## src/sv/pbs_pkg.sv

```systemverilog
// ----------------------------------------------------------------------------
// pbs_pkg
// Shared types and constants of the packet block sequencer.
// ----------------------------------------------------------------------------
package pbs_pkg;

  localparam int SEQ_W  = 56;
  localparam int CNT_W  = 24;
  localparam int LEN_W  = 16;
  localparam int RING_W = 8;
  localparam int RBLK_W = 9;
  localparam int CIDX_W = 3;
  localparam int CDAT_W = 56;
  localparam int DVD_W  = 56;

  // input op codes
  localparam logic [1:0] OP_PACKET = 2'd0;
  localparam logic [1:0] OP_START  = 2'd1;
  localparam logic [1:0] OP_STOP   = 2'd2;
  localparam logic [1:0] OP_UNUSED = 2'd3;

  // configuration register indexes
  localparam logic [CIDX_W-1:0] CFG_PPB      = 3'd0;
  localparam logic [CIDX_W-1:0] CFG_OVERLAP  = 3'd1;
  localparam logic [CIDX_W-1:0] CFG_START    = 3'd2;
  localparam logic [CIDX_W-1:0] CFG_RING     = 3'd3;
  localparam logic [CIDX_W-1:0] CFG_EXPECTED = 3'd4;

  localparam logic [CNT_W-1:0]  RST_PPB    = 24'd16384;
  localparam logic [RBLK_W-1:0] RST_RING   = 9'd24;
  localparam logic [SEQ_W-1:0]  RST_PREV   = 56'd2048;
  localparam logic [SEQ_W:0]    OK_MARGIN  = 57'd64;
  localparam logic [SEQ_W:0]    LATE_MARGIN = 57'd1048576;
  localparam logic [SEQ_W-1:0]  BACK_LIMIT = 56'd1024;

  localparam logic KIND_WRITE  = 1'b0;
  localparam logic KIND_FINISH = 1'b1;

  typedef enum logic [1:0] {
    CL_PKT   = 2'd0,
    CL_START = 2'd1,
    CL_STOP  = 2'd2,
    CL_NONE  = 2'd3
  } cls_t;

  typedef struct packed {
    cls_t             cls;
    logic [SEQ_W-1:0] seq;
    logic [LEN_W-1:0] ulen;
  } item_t;

  typedef struct packed {
    logic              kind;
    logic [RING_W-1:0] ring;
    logic [CNT_W-1:0]  off;
    logic [SEQ_W-1:0]  first;
    logic [CNT_W-1:0]  cnt;
    logic [CNT_W-1:0]  drop;
  } res_t;

  typedef struct packed {
    logic              valid;
    logic [RING_W-1:0] ring;
    logic [SEQ_W-1:0]  first;
    logic [CNT_W-1:0]  cnt;
    logic [CNT_W-1:0]  drops;
    logic [SEQ_W-1:0]  last;
    logic              empty;
  } slot_t;

endpackage

```

## src/sv/packet_block_sequencer_top.sv

```systemverilog
// ----------------------------------------------------------------------------
// packet_block_sequencer_top
// Packet capture sequencer: block boundaries, ring slots and block records.
// ----------------------------------------------------------------------------
// a block change waits on the bit-serial block-step remainder, and on a
// second remainder for the ring wrap when a slot is already open; START
// waits on a remainder to arm
// throughput: one item at a time in the back end; a packet holds it until
// its result words are out (longer under out_stall)
// reset: synchronous, returns control state and config to defaults
module packet_block_sequencer_top (
  input  logic                        clk,
  input  logic                        rst_n,
  input  logic                        in_valid,
  output logic                        in_stall,
  input  logic [1:0]                  in_op,
  input  logic [63:0]                 in_seq_word,
  input  logic [15:0]                 in_udp_length,
  output logic                        out_valid,
  input  logic                        out_stall,
  output logic                        out_kind,
  output logic [7:0]                  out_ring_index,
  output logic [23:0]                 out_slot_offset,
  output logic [55:0]                 out_first_packet,
  output logic [23:0]                 out_packet_count,
  output logic [23:0]                 out_drop_count,
  output logic                        out_last_result,
  input  logic                        cfg_valid,
  output logic                        cfg_ready,
  input  logic [2:0]                  cfg_index,
  input  logic [55:0]                 cfg_data
);

  logic                              q_valid, q_pop;
  pbs_pkg::item_t                    q_item;
  logic                              div_start, div_busy, div_done;
  logic [pbs_pkg::DVD_W-1:0]         div_dividend;
  logic [pbs_pkg::CNT_W-1:0]         div_divisor, div_rem;
  pbs_pkg::res_t                     res;

  assign cfg_ready = 1'b1;

  pbs_front u_front (
    .clk, .rst_n, .in_valid, .in_stall, .in_op, .in_seq_word, .in_udp_length,
    .q_valid, .q_item, .q_pop
  );

  pbs_div u_div (
    .clk, .rst_n, .start(div_start), .dividend(div_dividend), .divisor(div_divisor),
    .busy(div_busy), .done(div_done), .rem(div_rem)
  );

  pbs_back u_back (
    .clk, .rst_n, .q_valid, .q_item, .q_pop,
    .cfg_valid, .cfg_index, .cfg_data,
    .div_start, .div_dividend, .div_divisor, .div_done, .div_rem,
    .out_valid, .out_stall, .out_res(res), .out_last(out_last_result)
  );

  assign out_kind         = res.kind;
  assign out_ring_index   = res.ring;
  assign out_slot_offset  = res.off;
  assign out_first_packet = res.first;
  assign out_packet_count = res.cnt;
  assign out_drop_count   = res.drop;

  a_pop_valid: assert property (@(posedge clk) disable iff (!rst_n)
    q_pop |-> q_valid) else $error("queue popped while empty");

  a_div_idle: assert property (@(posedge clk) disable iff (!rst_n)
    div_start |-> !div_busy) else $error("divider started while busy");

  a_div_no_overlap: assert property (@(posedge clk) disable iff (!rst_n)
    div_done |-> !div_busy) else $error("divider done while still busy");

endmodule

```

## src/sv/pbs_front.sv

```systemverilog
// ----------------------------------------------------------------------------
// pbs_front
// Input side: accepts words, classifies the op and queues them (2 entries).
// ----------------------------------------------------------------------------
module pbs_front (
  input  logic                          clk,
  input  logic                          rst_n,
  input  logic                          in_valid,
  output logic                          in_stall,
  input  logic [1:0]                    in_op,
  input  logic [63:0]                   in_seq_word,
  input  logic [pbs_pkg::LEN_W-1:0]     in_udp_length,
  output logic                          q_valid,
  output pbs_pkg::item_t                q_item,
  input  logic                          q_pop
);

  pbs_pkg::item_t mem_r [2];
  logic           wr_ptr_r, wr_ptr_nxt;
  logic           rd_ptr_r, rd_ptr_nxt;
  logic [1:0]     cnt_r, cnt_nxt;
  logic           push;
  pbs_pkg::item_t item_in;

  always_comb begin
    unique case (in_op)
      pbs_pkg::OP_PACKET: item_in.cls = pbs_pkg::CL_PKT;
      pbs_pkg::OP_START:  item_in.cls = pbs_pkg::CL_START;
      pbs_pkg::OP_STOP:   item_in.cls = pbs_pkg::CL_STOP;
      default:            item_in.cls = pbs_pkg::CL_NONE;
    endcase
    item_in.seq  = in_seq_word[pbs_pkg::SEQ_W-1:0];
    item_in.ulen = in_udp_length;
  end

  assign in_stall = (cnt_r == 2'd2);
  assign push     = in_valid && !in_stall;
  assign q_valid  = (cnt_r != 2'd0);
  assign q_item   = mem_r[rd_ptr_r];

  always_comb begin
    wr_ptr_nxt = push ? ~wr_ptr_r : wr_ptr_r;
    rd_ptr_nxt = q_pop ? ~rd_ptr_r : rd_ptr_r;
    cnt_nxt    = cnt_r + {1'b0, push} - {1'b0, q_pop};
  end

  always_ff @(posedge clk) begin
    if (!rst_n) begin
      wr_ptr_r <= 1'b0;
      rd_ptr_r <= 1'b0;
      cnt_r    <= 2'd0;
    end else begin
      wr_ptr_r <= wr_ptr_nxt;
      rd_ptr_r <= rd_ptr_nxt;
      cnt_r    <= cnt_nxt;
    end
  end

  always_ff @(posedge clk) begin
    if (push) begin
      mem_r[wr_ptr_r] <= item_in;
    end
  end

endmodule

```

## src/sv/pbs_div.sv

```systemverilog
// ----------------------------------------------------------------------------
// pbs_div
// Bit-serial remainder unit: 56-bit dividend modulo 24-bit divisor.
// ----------------------------------------------------------------------------
module pbs_div (
  input  logic                        clk,
  input  logic                        rst_n,
  input  logic                        start,
  input  logic [pbs_pkg::DVD_W-1:0]   dividend,
  input  logic [pbs_pkg::CNT_W-1:0]   divisor,
  output logic                        busy,
  output logic                        done,
  output logic [pbs_pkg::CNT_W-1:0]   rem
);

  logic                       busy_r, busy_nxt;
  logic                       done_r, done_nxt;
  logic [5:0]                 cnt_r, cnt_nxt;
  logic [pbs_pkg::DVD_W-1:0]  dvd_r, dvd_nxt;
  logic [pbs_pkg::CNT_W-1:0]  rem_r, rem_nxt;
  logic [pbs_pkg::CNT_W-1:0]  dsr_r, dsr_nxt;
  logic [pbs_pkg::CNT_W:0]    trial;

  assign busy = busy_r;
  assign done = done_r;
  assign rem  = rem_r;
  assign trial = {rem_r, dvd_r[pbs_pkg::DVD_W-1]};

  always_comb begin
    busy_nxt = busy_r;
    done_nxt = 1'b0;
    cnt_nxt  = cnt_r;
    dvd_nxt  = dvd_r;
    rem_nxt  = rem_r;
    dsr_nxt  = dsr_r;
    if (start) begin
      busy_nxt = 1'b1;
      cnt_nxt  = 6'(pbs_pkg::DVD_W - 1);
      dvd_nxt  = dividend;
      rem_nxt  = '0;
      dsr_nxt  = divisor;
    end else if (busy_r) begin
      // one restoring step per cycle
      if (trial >= {1'b0, dsr_r}) begin
        rem_nxt = pbs_pkg::CNT_W'(trial - {1'b0, dsr_r});
      end else begin
        rem_nxt = trial[pbs_pkg::CNT_W-1:0];
      end
      dvd_nxt = {dvd_r[pbs_pkg::DVD_W-2:0], 1'b0};
      cnt_nxt = cnt_r - 6'd1;
      if (cnt_r == 6'd0) begin
        busy_nxt = 1'b0;
        done_nxt = 1'b1;
      end
    end
  end

  always_ff @(posedge clk) begin
    if (!rst_n) begin
      busy_r <= 1'b0;
      done_r <= 1'b0;
      cnt_r  <= 6'd0;
    end else begin
      busy_r <= busy_nxt;
      done_r <= done_nxt;
      cnt_r  <= cnt_nxt;
    end
  end

  always_ff @(posedge clk) begin
    dvd_r <= dvd_nxt;
    rem_r <= rem_nxt;
    dsr_r <= dsr_nxt;
  end

endmodule

```

## src/sv/pbs_back.sv

```systemverilog
// ----------------------------------------------------------------------------
// pbs_back
// Execution side: capture state, active block slots, result register.
// ----------------------------------------------------------------------------
module pbs_back (
  input  logic                          clk,
  input  logic                          rst_n,
  input  logic                          q_valid,
  input  pbs_pkg::item_t                q_item,
  output logic                          q_pop,
  input  logic                          cfg_valid,
  input  logic [pbs_pkg::CIDX_W-1:0]    cfg_index,
  input  logic [pbs_pkg::CDAT_W-1:0]    cfg_data,
  output logic                          div_start,
  output logic [pbs_pkg::DVD_W-1:0]     div_dividend,
  output logic [pbs_pkg::CNT_W-1:0]     div_divisor,
  input  logic                          div_done,
  input  logic [pbs_pkg::CNT_W-1:0]     div_rem,
  output logic                          out_valid,
  input  logic                          out_stall,
  output pbs_pkg::res_t                 out_res,
  output logic                          out_last
);

  typedef enum logic [9:0] {
    S_WAIT  = 10'b0000000001,
    S_ARMW  = 10'b0000000010,
    S_LEN   = 10'b0000000100,
    S_ORDER = 10'b0000001000,
    S_STEPW = 10'b0000010000,
    S_RINGW = 10'b0000100000,
    S_NEW   = 10'b0001000000,
    S_WR0   = 10'b0010000000,
    S_WR1   = 10'b0100000000,
    S_EMIT  = 10'b1000000000
  } state_t;

  typedef enum logic [2:0] {
    RUN_IDLE   = 3'b001,
    RUN_ARMED  = 3'b010,
    RUN_RECORD = 3'b100
  } run_t;

  state_t st_r, st_nxt;
  run_t   run_r, run_nxt;

  logic [pbs_pkg::CNT_W-1:0]  ppb_r, ppb_nxt;
  logic [pbs_pkg::CNT_W-1:0]  ovl_r, ovl_nxt;
  logic [pbs_pkg::SEQ_W-1:0]  sidx_r, sidx_nxt;
  logic [pbs_pkg::RBLK_W-1:0] ring_r, ring_nxt;
  logic [pbs_pkg::LEN_W-1:0]  exp_r, exp_nxt;

  logic [pbs_pkg::SEQ_W-1:0]  armed_r, armed_nxt;
  logic [pbs_pkg::SEQ_W-1:0]  prev_r, prev_nxt;
  logic                       force_r, force_nxt;
  logic [pbs_pkg::SEQ_W:0]    nb_r, nb_nxt;
  logic [pbs_pkg::LEN_W-1:0]  learned_r, learned_nxt;
  pbs_pkg::slot_t             act_r [2];
  pbs_pkg::slot_t             act_nxt [2];
  pbs_pkg::item_t             item_r, item_nxt;
  pbs_pkg::res_t              rec_r [4];
  pbs_pkg::res_t              rec_nxt [4];
  logic [3:0]                 mask_r, mask_nxt;
  logic [pbs_pkg::SEQ_W-1:0]  firstn_r, firstn_nxt;
  logic [pbs_pkg::RING_W-1:0] newring_r, newring_nxt;
  logic                       oval_r, oval_nxt;
  pbs_pkg::res_t              ores_r, ores_nxt;
  logic                       olast_r, olast_nxt;

  logic [pbs_pkg::CNT_W-1:0]  eff_ppb, eff_step;
  logic [pbs_pkg::RBLK_W-1:0] eff_ring;
  logic [pbs_pkg::LEN_W-1:0]  expect_len, ulen_m8;
  logic [pbs_pkg::SEQ_W-1:0]  seq, back_dist, diff, dl;
  logic                       fnew, hit, wk, out_free;
  logic [1:0]                 sel;
  pbs_pkg::slot_t             ws;

  assign out_valid = oval_r;
  assign out_res   = ores_r;
  assign out_last  = olast_r;
  assign out_free  = !oval_r || !out_stall;

  assign eff_ppb  = (ppb_r == '0) ? 24'd1 : ppb_r;
  assign eff_step = (ovl_r < eff_ppb) ? (eff_ppb - ovl_r) : 24'd1;
  assign eff_ring = (ring_r == '0) ? 9'd1 : ((ring_r > 9'd256) ? 9'd256 : ring_r);
  assign seq      = item_r.seq;
  assign ulen_m8  = item_r.ulen - 16'd8;
  assign expect_len = (exp_r != '0) ? exp_r : learned_r;
  assign back_dist  = prev_r - seq;

  // slot under test in the write states
  assign wk   = (st_r == S_WR1);
  assign ws   = act_r[wk];
  assign diff = seq - ws.first;
  assign dl   = seq - ws.last;
  assign hit  = ws.valid && (seq >= ws.first) && (diff < {32'd0, eff_ppb});

  always_comb begin
    st_nxt      = st_r;
    run_nxt     = run_r;
    ppb_nxt     = ppb_r;
    ovl_nxt     = ovl_r;
    sidx_nxt    = sidx_r;
    ring_nxt    = ring_r;
    exp_nxt     = exp_r;
    armed_nxt   = armed_r;
    prev_nxt    = prev_r;
    force_nxt   = force_r;
    nb_nxt      = nb_r;
    learned_nxt = learned_r;
    act_nxt     = act_r;
    item_nxt    = item_r;
    rec_nxt     = rec_r;
    mask_nxt    = mask_r;
    firstn_nxt  = firstn_r;
    newring_nxt = newring_r;
    oval_nxt    = oval_r && out_stall;
    ores_nxt    = ores_r;
    olast_nxt   = olast_r;
    q_pop       = 1'b0;
    div_start   = 1'b0;
    div_dividend = '0;
    div_divisor  = eff_ppb;
    fnew        = force_r;
    sel         = 2'd0;

    if (cfg_valid) begin
      unique case (cfg_index)
        pbs_pkg::CFG_PPB:      ppb_nxt  = cfg_data[pbs_pkg::CNT_W-1:0];
        pbs_pkg::CFG_OVERLAP:  ovl_nxt  = cfg_data[pbs_pkg::CNT_W-1:0];
        pbs_pkg::CFG_START:    sidx_nxt = cfg_data[pbs_pkg::SEQ_W-1:0];
        pbs_pkg::CFG_RING:     ring_nxt = cfg_data[pbs_pkg::RBLK_W-1:0];
        pbs_pkg::CFG_EXPECTED: exp_nxt  = cfg_data[pbs_pkg::LEN_W-1:0];
        default: ;
      endcase
    end

    unique case (st_r)
      S_WAIT: begin
        if (q_valid) begin
          q_pop    = 1'b1;
          item_nxt = q_item;
          unique case (q_item.cls)
            pbs_pkg::CL_START: begin
              if (run_r != RUN_RECORD) begin
                for (int i = 0; i < 2; i++) begin
                  act_nxt[i].first = '0;
                  act_nxt[i].cnt   = '0;
                  act_nxt[i].drops = '0;
                  act_nxt[i].last  = '0;
                  act_nxt[i].empty = 1'b1;
                end
                div_start    = 1'b1;
                div_dividend = sidx_r;
                div_divisor  = eff_ppb;
                st_nxt       = S_ARMW;
              end
            end
            pbs_pkg::CL_STOP: run_nxt = RUN_IDLE;
            pbs_pkg::CL_PKT: begin
              if (run_r != RUN_IDLE) st_nxt = S_LEN;
            end
            default: ;
          endcase
        end
      end
      S_ARMW: begin
        if (div_done) begin
          armed_nxt = sidx_r - {32'd0, div_rem};
          run_nxt   = RUN_ARMED;
          st_nxt    = S_WAIT;
        end
      end
      S_LEN: begin
        st_nxt = S_WAIT;
        if (item_r.ulen >= 16'd8) begin
          if (expect_len == '0 || expect_len == ulen_m8) begin
            if (expect_len == '0) learned_nxt = ulen_m8;
            if (run_r == RUN_ARMED) begin
              if (seq >= armed_r && {1'b0, seq} < ({1'b0, armed_r} + pbs_pkg::OK_MARGIN)) begin
                run_nxt = RUN_RECORD;
                st_nxt  = S_ORDER;
              end else if ({1'b0, seq} < ({1'b0, armed_r} + pbs_pkg::LATE_MARGIN)) begin
                run_nxt = RUN_IDLE;
              end
            end else begin
              st_nxt = S_ORDER;
            end
          end
        end
      end
      S_ORDER: begin
        st_nxt = S_WR0;
        if (seq <= prev_r) begin
          if (back_dist > pbs_pkg::BACK_LIMIT) begin
            fnew = 1'b1;
          end else if (back_dist != '0) begin
            st_nxt = S_WAIT;
          end
        end else begin
          fnew = 1'b0;
        end
        if (st_nxt != S_WAIT) begin
          force_nxt = fnew;
          prev_nxt  = seq;
          if ({1'b0, seq} >= nb_r || fnew) begin
            div_start    = 1'b1;
            div_dividend = seq;
            div_divisor  = eff_step;
            st_nxt       = S_STEPW;
          end
        end
      end
      S_STEPW: begin
        if (div_done) begin
          firstn_nxt = seq - {32'd0, div_rem};
          if (act_r[0].valid) begin
            rec_nxt[0] = '{kind: pbs_pkg::KIND_FINISH, ring: act_r[0].ring, off: '0,
                           first: act_r[0].first, cnt: act_r[0].cnt,
                           drop: act_r[0].drops};
            mask_nxt[0] = 1'b1;
          end
          act_nxt[0] = act_r[1];
          if (act_r[1].valid) begin
            div_start    = 1'b1;
            div_dividend = {47'd0, {1'b0, act_r[1].ring} + 9'd1};
            div_divisor  = {15'd0, eff_ring};
            st_nxt       = S_RINGW;
          end else begin
            newring_nxt = '0;
            st_nxt      = S_NEW;
          end
        end
      end
      S_RINGW: begin
        if (div_done) begin
          newring_nxt = div_rem[pbs_pkg::RING_W-1:0];
          st_nxt      = S_NEW;
        end
      end
      S_NEW: begin
        act_nxt[1] = '{valid: 1'b1, ring: newring_r, first: firstn_r, cnt: '0,
                       drops: '0, last: '0, empty: 1'b1};
        nb_nxt = {1'b0, firstn_r} + {33'd0, eff_step};
        if (force_r) begin
          if (act_r[0].valid) begin
            rec_nxt[1] = '{kind: pbs_pkg::KIND_FINISH, ring: act_r[0].ring, off: '0,
                           first: act_r[0].first, cnt: act_r[0].cnt,
                           drop: act_r[0].drops};
            mask_nxt[1] = 1'b1;
          end
          act_nxt[0] = '{valid: 1'b0, ring: '0, first: '0, cnt: '0, drops: '0,
                         last: '0, empty: 1'b1};
        end
        st_nxt = S_WR0;
      end
      S_WR0, S_WR1: begin
        if (hit) begin
          rec_nxt[{1'b1, wk}] = '{kind: pbs_pkg::KIND_WRITE, ring: ws.ring,
                                  off: diff[pbs_pkg::CNT_W-1:0], first: ws.first,
                                  cnt: '0, drop: '0};
          mask_nxt[{1'b1, wk}] = 1'b1;
          if (ws.empty) begin
            act_nxt[wk].cnt   = diff[pbs_pkg::CNT_W-1:0] + 24'd1;
            act_nxt[wk].drops = diff[pbs_pkg::CNT_W-1:0];
            act_nxt[wk].empty = 1'b0;
            act_nxt[wk].last  = seq;
          end else if (seq > ws.last) begin
            act_nxt[wk].cnt   = ws.cnt + dl[pbs_pkg::CNT_W-1:0];
            act_nxt[wk].drops = ws.drops + dl[pbs_pkg::CNT_W-1:0] - 24'd1;
            act_nxt[wk].last  = seq;
          end
        end
        if (st_r == S_WR0) begin
          st_nxt = S_WR1;
        end else begin
          st_nxt = (mask_nxt != 4'd0) ? S_EMIT : S_WAIT;
        end
      end
      S_EMIT: begin
        for (int i = 3; i >= 0; i--) begin
          if (mask_r[i]) sel = 2'(i);
        end
        if (out_free) begin
          mask_nxt[sel] = 1'b0;
          oval_nxt      = 1'b1;
          ores_nxt      = rec_r[sel];
          olast_nxt     = (mask_nxt == 4'd0);
          if (mask_nxt == 4'd0) st_nxt = S_WAIT;
        end
      end
      default: st_nxt = S_WAIT;
    endcase
  end

  always_ff @(posedge clk) begin
    if (!rst_n) begin
      st_r      <= S_WAIT;
      run_r     <= RUN_IDLE;
      ppb_r     <= pbs_pkg::RST_PPB;
      ovl_r     <= '0;
      sidx_r    <= '0;
      ring_r    <= pbs_pkg::RST_RING;
      exp_r     <= '0;
      armed_r   <= '0;
      prev_r    <= pbs_pkg::RST_PREV;
      force_r   <= 1'b0;
      nb_r      <= '0;
      learned_r <= '0;
      for (int i = 0; i < 2; i++) begin
        act_r[i] <= '{valid: 1'b0, ring: '0, first: '0, cnt: '0, drops: '0,
                      last: '0, empty: 1'b1};
      end
      mask_r    <= '0;
      oval_r    <= 1'b0;
    end else begin
      st_r      <= st_nxt;
      run_r     <= run_nxt;
      ppb_r     <= ppb_nxt;
      ovl_r     <= ovl_nxt;
      sidx_r    <= sidx_nxt;
      ring_r    <= ring_nxt;
      exp_r     <= exp_nxt;
      armed_r   <= armed_nxt;
      prev_r    <= prev_nxt;
      force_r   <= force_nxt;
      nb_r      <= nb_nxt;
      learned_r <= learned_nxt;
      act_r     <= act_nxt;
      mask_r    <= mask_nxt;
      oval_r    <= oval_nxt;
    end
  end

  always_ff @(posedge clk) begin
    item_r    <= item_nxt;
    rec_r     <= rec_nxt;
    firstn_r  <= firstn_nxt;
    newring_r <= newring_nxt;
    ores_r    <= ores_nxt;
    olast_r   <= olast_nxt;
  end

endmodule

```

## config.mk

```make
export PLATFORM = sky130hd
export DESIGN_NAME = packet_block_sequencer_top
export DESIGN_NICKNAME = d
export VERILOG_FILES = /design/src/sv/pbs_pkg.sv /design/src/sv/packet_block_sequencer_top.sv /design/src/sv/pbs_front.sv /design/src/sv/pbs_div.sv /design/src/sv/pbs_back.sv
export SDC_FILE = /design/constraint.sdc
export NUM_CORES = 2
export LEC_CHECK = 0
export BUFFER_PORTS_ARGS = -buffer_cell sky130_fd_sc_hd__clkbuf_2
export CAP_MARGIN = 20
export CORE_MARGIN = 2
export CORE_UTILIZATION = 25
export CTS_BUF_LIST = sky130_fd_sc_hd__clkbuf_2 sky130_fd_sc_hd__clkbuf_4 sky130_fd_sc_hd__clkbuf_8
export DETAILED_ROUTE_END_ITERATION = 7
export PLACE_DENSITY = 0.39
export SLEW_MARGIN = 20
export SYNTH_ARGS = -nofsm -noshare
export SYNTH_HDL_FRONTEND = slang
export SYNTH_HIERARCHICAL = 1
export SYNTH_SLANG_ARGS = --single-unit
```

## constraint.sdc

```tcl
create_clock -name clk -period 16.75 [get_ports clk]
set_input_delay 0.8375 -clock clk [delete_from_list [all_inputs] [get_ports clk]]
set_output_delay 0.8375 -clock clk [all_outputs]
set_load 0.01 [all_outputs]
```

== Yosys cells after proc, flatten, opt, wreduce, memory -nomap -nowiden ==
Memories as Yosys holds them, arrays and structs flattened. A register that Yosys moved wholly into a read port is not among the register bits.
Index checks and enable logic that the tools add are counted.
Operators by class
  $add $sub $neg: 19
  multipliers: 0
  divide/modulo/power cells: 0
  order comparisons: 22
  equality and inequality tests: 46
  shift operators: 0
  multiplexer cells: 143
  bitwise logic cells: 10
  reductions and logical operators: 65
Operators with widths (number)
  bitwise mux 340 bit: 7
  two-way mux 340 bit: 3
  two-way mux 170 bit: 5
  two-way mux 137 bit: 6
  demux 170 bit (select 1 bit): 4
  one-hot mux 161 bit (4 select lines): 1
  bitwise mux 548 bit: 1
  two-way mux 548 bit: 1
  one-hot mux 137 bit (2 select lines): 2
  two-way mux 161 bit: 3
  one-hot mux 161 bit (3 select lines): 1
  two-way mux 56 bit: 8
  binary-select mux 137 bit (select 2 bit): 1
  demux 137 bit (select 2 bit): 1
  two-way mux 10 bit: 17
  two-way mux 24 bit: 7
  one-hot mux 56 bit (3 select lines): 1
  < comparator 56 x 57 -> 1 bit: 2
  greater-or-equal comparator 56 bit: 2
  subtractor 56 x 24 -> 56 bit: 2
  subtractor 56 bit: 2
  two-way mux 105 bit: 1
  one-hot mux 10 bit (9 select lines): 1
  two-way mux 81 bit: 1
  100 further kinds: 225
Word-level totals
  register bits: 1611
  latch bits: 0
  bits in writable memories: 148
  ROM bits: 0
  output and inout port bits: 141
  logic and storage cells: 381
  memories: 1
Memory list
  u_front.mem_r: depth 2, bits a word 74, rd ports 1, clocked after Yosys merged registers in 1, wr ports 1, RTL line pbs_front.sv:18  | pbs_pkg::item_t mem_r [2];

== Depth between registers and ports, before layout ==
  depth after elaboration: 15
  mapped depth: 39
  gate-level depth less buffers: 39

== By module ==
Netlist, hierarchy kept.
By module, submodules not included
  pbs_back: times used 1, cells an instance 8522, area an instance 79581.3 um^2, seq. area each 35213.8 um^2
  pbs_div: times used 1, cells an instance 512, area an instance 5886.9 um^2, seq. area each 3042.9 um^2
  pbs_front: times used 1, cells an instance 258, area an instance 5823.1 um^2, seq. area each 4544.4 um^2
  packet_block_sequencer_top: times used 1, cells an instance 2, area an instance 11.3 um^2, seq. area each 0.0 um^2

== Worst setup path after synthesis ==
OpenSTA, ideal clock, no wires.
  path kind: register to register
  start: register u_back.st_r[8]
  end: register u_back.mask_r[2]
  setup time: 96 ps
  arrival time: 16768 ps
  required time: 16654 ps
  setup slack: -115 ps
  stages on the path, launching flop included: 34
  clock period less this slack: 16865 ps
  cells stage by stage: dfxtp_1 nor2b_1 buf_1 nand3_4 buf_1 clkbuf_1 clkbuf_1 mux2i_1 ha_1 clkbuf_1 nand2_1 a311oi_1 nor3_1 a21boi_0 a32o_1 a21oi_1 nand3_1 and3b_1 xnor2_1 ha_1 and4_1 a221oi_1 o211ai_1 or4_1 nor4_1 o211ai_1 nor2_1 o21ai_0 nor4b_1 nand4_1 or4_1 or4_1 nor4_1 o21a_1
On the way
  word-level cells in the longest chain between the ends: 11
RTL lines
  start, declared: RTL line pbs_back.sv:44  | state_t st_r, st_nxt;
  start signal, assigned: RTL line pbs_back.sv:317  | st_r <= st_nxt;
  equality test 10 x 9 -> 1 bit: RTL line pbs_back.sv:92  | assign wk = (st_r == S_WR1);
  NOT 1 -> 2 bit (not written as such): RTL line pbs_back.sv:93  | assign ws = act_r[wk];
  two-way mux 170 bit (not written as such) (3 in a row): RTL line pbs_back.sv:93
  subtractor 56 bit: RTL line pbs_back.sv:94  | assign diff = seq - ws.first;
  via u_back.diff (one bit): RTL line pbs_back.sv:73  | logic [pbs_pkg::SEQ_W-1:0] seq, back_dist, diff, dl;
  < comparator 56 x 24 -> 1 bit: RTL line pbs_back.sv:96  | assign hit = ws.valid && (seq >= ws.first) && (diff < {32'd0, eff_ppb});
  logical AND 1 bit: RTL line pbs_back.sv:96
  two-way mux 4 bit: RTL line pbs_back.sv:258  | if (hit) begin
  two-way mux 4 bit: RTL line pbs_back.sv:138  | unique case (st_r)
  one-hot mux 2 bit (2 select lines): RTL line pbs_back.sv:138
  end signal, assigned: RTL line pbs_back.sv:330  | mask_r <= mask_nxt;
  end, declared: RTL line pbs_back.sv:63  | logic [3:0] mask_r, mask_nxt;
The timed path passes the listed nets, and every way through them passes these cells. The select of a mux whose other input is x is not followed.
A chain may end at the register's enable or synchronous reset.

== Final worst setup path ==
  start: register u_back.st_r[4]
  end: register u_back/act_r[27] in the netlist's numbering
RTL lines
  equality test 10 x 9 -> 1 bit: RTL line pbs_back.sv:92
  NOT 1 -> 2 bit (not written as such): RTL line pbs_back.sv:93
  two-way mux 170 bit (not written as such) (3 in a row): RTL line pbs_back.sv:93
  subtractor 56 bit: RTL line pbs_back.sv:94
  via u_back.diff (one bit): RTL line pbs_back.sv:73
  < comparator 56 x 24 -> 1 bit: RTL line pbs_back.sv:96
  logical AND 1 bit: RTL line pbs_back.sv:96
  inequality test 2 x 1 -> 1 bit (no line)
  AND reduction 6 bit (no line)
  end signal, assigned by index: RTL line pbs_back.sv:311  | act_r[i] <= '{valid: 1'b0, ring: '0, first: '0, cnt: '0, drops: '0,
  end signal, assigned: RTL line pbs_back.sv:329  | act_r <= act_nxt;
  end, declared: RTL line pbs_back.sv:58  | pbs_pkg::slot_t act_r [2];
The timed path passes the listed nets, and every way through them passes these cells. The select of a mux whose other input is x is not followed.

==> impl_results.md <==
- Status: finished clean
- Minimum clock period: 11850 ps
- Post-route ant nets: 0
- Slack of the critical path: 4900 ps
- Layout cells sized above 1: 13.1%
- Synthesis-to-layout area growth: 16.6%
- Worst path slowest cell: xnor2_1
- Most frequent CP cell: buf_4
- DP Worst Slack: 4830 ps
- Rows: 221
- H-tree Lvls: 5
- Routed wire per std cell: 25.5 µm
- Final setup viols: 0
- Synth warn: 6
- Dpl cell area: 98500 µm²
- Routed vias/inst: 5.02
- Reg clk slew, reported paths: 60 ps
- Post-synth top area share: 31.3%
- Die width: 608 µm
- Final HPWL from detailed placement: 275 mm
- Drt initial violations: 6125
- Worst hold slack: 115 ps
- First-pass GRT wire length: 534 mm
- Worst-Margin Slew: 1170 ps
- Leading area contributor after synthesis: edfxtp_1
- Initial Util: 25.1%
- I/O Pins: 287
- Mean post-synth cell area: 9.82 µm²
- Num CTS Buffers: 327
- Power per standard cell area: 159 nW/µm²
- Fin nets: 10400
- DRC Markers: 0
- Setup crit start kind: flip-flop
- RD Place Congestion: 0.883
- Post-synth EDFFs: 952
- MaxCap Viol Count: 0
- Max FO, Critical Path: 61
- RSZ-0062 raised after global routing: false
- HP Class: in2reg
- Fillers: 38000
- Clk sinks: 1662
- Worst path arrival time: 12800 ps
- Critical path endpoint category: flip-flop
- Post-route setup TNS: 0 ps
- Hold Vio Cnt, Final: 0
- Die H: 608 µm
- Overflow after GRT: 0
- Worst-skew pair later-pin latency: 1070 ps
- Vias after detailed routing: 74100
- Worst Path Class, Setup: reg2reg
- Core ar.: 363000 µm²
- Setup Skew: 80.6 ps
- Post-Syn Area: 91300 µm²
- Relative slew slack: 22.1%
- Reg2Reg Setup Slack: 4900 ps
- Number of global-route vias before repair: 72400
- Sequential-to-total area share from yosys stat: 46.9%
- Max incr delay on CP: 790 ps
- Max clock buf depth: 4
- Top_reg_cell synth: edfxtp_1
- VDD IR max: 0.0925 mV
- Final worst path period share: 70.8%
- Synth area leaders: edfxtp_1 31%, dfxtp_1 16%, ha_1 7.9%, nand2_1 4.8%, a21oi_1 4.1%
- Root Driver: clkbuf_8
- Fin. max-slew vios: 0
- Synth Instances: 9294
- Mapped Nets: 10000
- Pin count of the biggest net entering global routing: 128
- Cell leakage power: 40.7 nW
- Tot GR Track Use: 19.7%
- Final Cell Area: 106000 µm²
- Cell variety after synth: 108
- Fin util: 29.3%
- WL final: 376 mm
- I/O Buffers: 277
- Async set-reset flop share out of synthesis: 0%
- DRT Pass-1 Iters: 6
- Resized Gates After CTS: 0
- Post-synthesis register bit count: 1662
- Worst EP required: 17700 ps
- FMAX: 0.0844 GHz
- CTS tree: yes
- Die ar.: 370000 µm²
- Initial antenna violation count: 45
==> final cells by class <==
cell class / instances / area [µm²] / share of cell area [%]
tap: 4794 / 6000 / 5.64
sequential: 1662 / 42800 / 40.2
multi-input combinational: 6609 / 44800 / 42.1
timing repair buffer: 569 / 3910 / 3.68
antenna: 16 / 40.0 / 0.0376
clock buffer: 477 / 5900 / 5.54
inverter: 515 / 1950 / 1.83
clock inverter: 120 / 1010 / 0.945
==> final timing paths <==
| kind | from | end | depth (start not counted) |
|---|---|---|---|
| setup / recovery | u_back/st_r[4]$_SDFFE_PN0P_ | u_back/act_r[27]$_SDFFE_PN0P_ | 33 |
| hold / removal | cfg_data[54] | u_back/sidx_r[54]$_SDFFE_PN0P_ | 3 |
| setup reg to reg | u_back/st_r[4]$_SDFFE_PN0P_ | u_back/act_r[27]$_SDFFE_PN0P_ | 33 |
| hold reg to reg | u_back/act_r[176]$_SDFFE_PN0P_ | u_back/act_r[176]$_SDFFE_PN0P_ | 2 |
==> synth_stat cells (184+ instances only) <==
cell,instances
dfxtp_1,710
clkbuf_1,419
a21oi_1,744
o21ai_0,293
mux2i_1,216
and3_1,207
ha_1,574
a21o_1,184
edfxtp_1,952
xnor2_1,315
nand3_1,221
nand2_1,1178
inv_1,511
nor2_1,542
==> critical path: cells and delay by family, from the launching register on <==
kind / cells / cell delay [ps]
compound gates: 10 / 2580
xor+xnor: 1 / 790
flops: 1 / 370
mux: 1 / 230
fa+ha+maj: 2 / 980
buf+inv: 5 / 2620
simple gates: 14 / 3980
==> routing by layer <==
| metal | wire, µm | up-vias | GRT usage [%] |
|---|---|---|---|
| li1 | - | 34700 | - |
| met4 | 11100 | 8 | 5.71 |
| met1 | 183000 | 36600 | 28.7 |
| met2 | 163000 | 2254 | 30.2 |
| met5 | 58 | - | 0 |
| met3 | 19500 | 498 | 2.39 |
==> through the flow <==
stage | cells | total power, mW
3_3_place_gp | 14000 | 12.5
6_report | 14800 | 17.0
5_1_grt | 14700 | 17.9
2_1_floorplan | 9294 | 9.46
3_5_place_dp | 14100 | 12.6
4_1_cts | 14700 | 17.1
==> layout by cell type (no fill, tap or decap), types with 50 or more instances in the layout <==
| cell type | instances |
|---|---|
| a21oi_1 | 742 |
| ha_1 | 574 |
| clkbuf_8 | 370 |
| inv_1 | 508 |
| nor2b_1 | 102 |
| clkbuf_2 | 276 |
| a21o_1 | 184 |
| and2_1 | 104 |
| mux2_4 | 60 |
| dlygate4sd3_1 | 95 |
| nor4_1 | 63 |
| o21a_1 | 61 |
| a22o_1 | 172 |
| and3_1 | 204 |
| buf_4 | 191 |
| a221o_1 | 131 |
| nor3_1 | 142 |
| nand4_1 | 141 |
| xnor2_1 | 311 |
| mux2_2 | 80 |
| dfxtp_1 | 708 |
| nand2_1 | 1175 |
| nand2b_1 | 85 |
| o21ai_0 | 292 |
| a22oi_1 | 69 |
| a31oi_1 | 50 |
| xor2_1 | 106 |
| nor2_1 | 535 |
| clkbuf_4 | 107 |
| mux2i_1 | 215 |
| nand3_1 | 221 |
| edfxtp_1 | 952 |
| a211oi_1 | 90 |
==> flip-flops by register name, indices dropped and copies added (netlist names), 56 cells and up, named ones only <==
register,count
u_back/act_r,340
u_back/out_res,137
u_back/nb_r,57
u_back/sidx_r,56
u_back/seq,56
u_front/mem_r,148
u_div/dvd_r,56
u_back/rec_r,450
u_back/armed_r,56
u_back/firstn_r,56
u_back/prev_r,56
==> where the power goes <==
group	switching, mW	internal (mW)	total [mW]
Combinational	5.20	2.51	7.71
Sequential	0.165	4.68	4.85
Clock	1.93	2.47	4.40
Total	7.30	9.66	17.0
==> repair_timing <==
| action | CTS | global route |
|---|---|---|
| setup buffers | 0 | 0 |
| hold endpoints to repair | 178 | 0 |
| setup endpoints to repair | 0 | 0 |
| hold buffers | 95 | 0 |
==> cells by family after synthesis <==
family	count (synthesis)	share of synthesized area, %
compound gates	2214	16.3
simple gates	3024	15.9
mux	356	4.34
xor+xnor	423	4.06
other cells	1	0.00411
flops	1662	46.9
fa+ha+maj	591	8.14
buf+inv	1023	4.36
No activity file was read; power rests on OpenSTA's default activity.
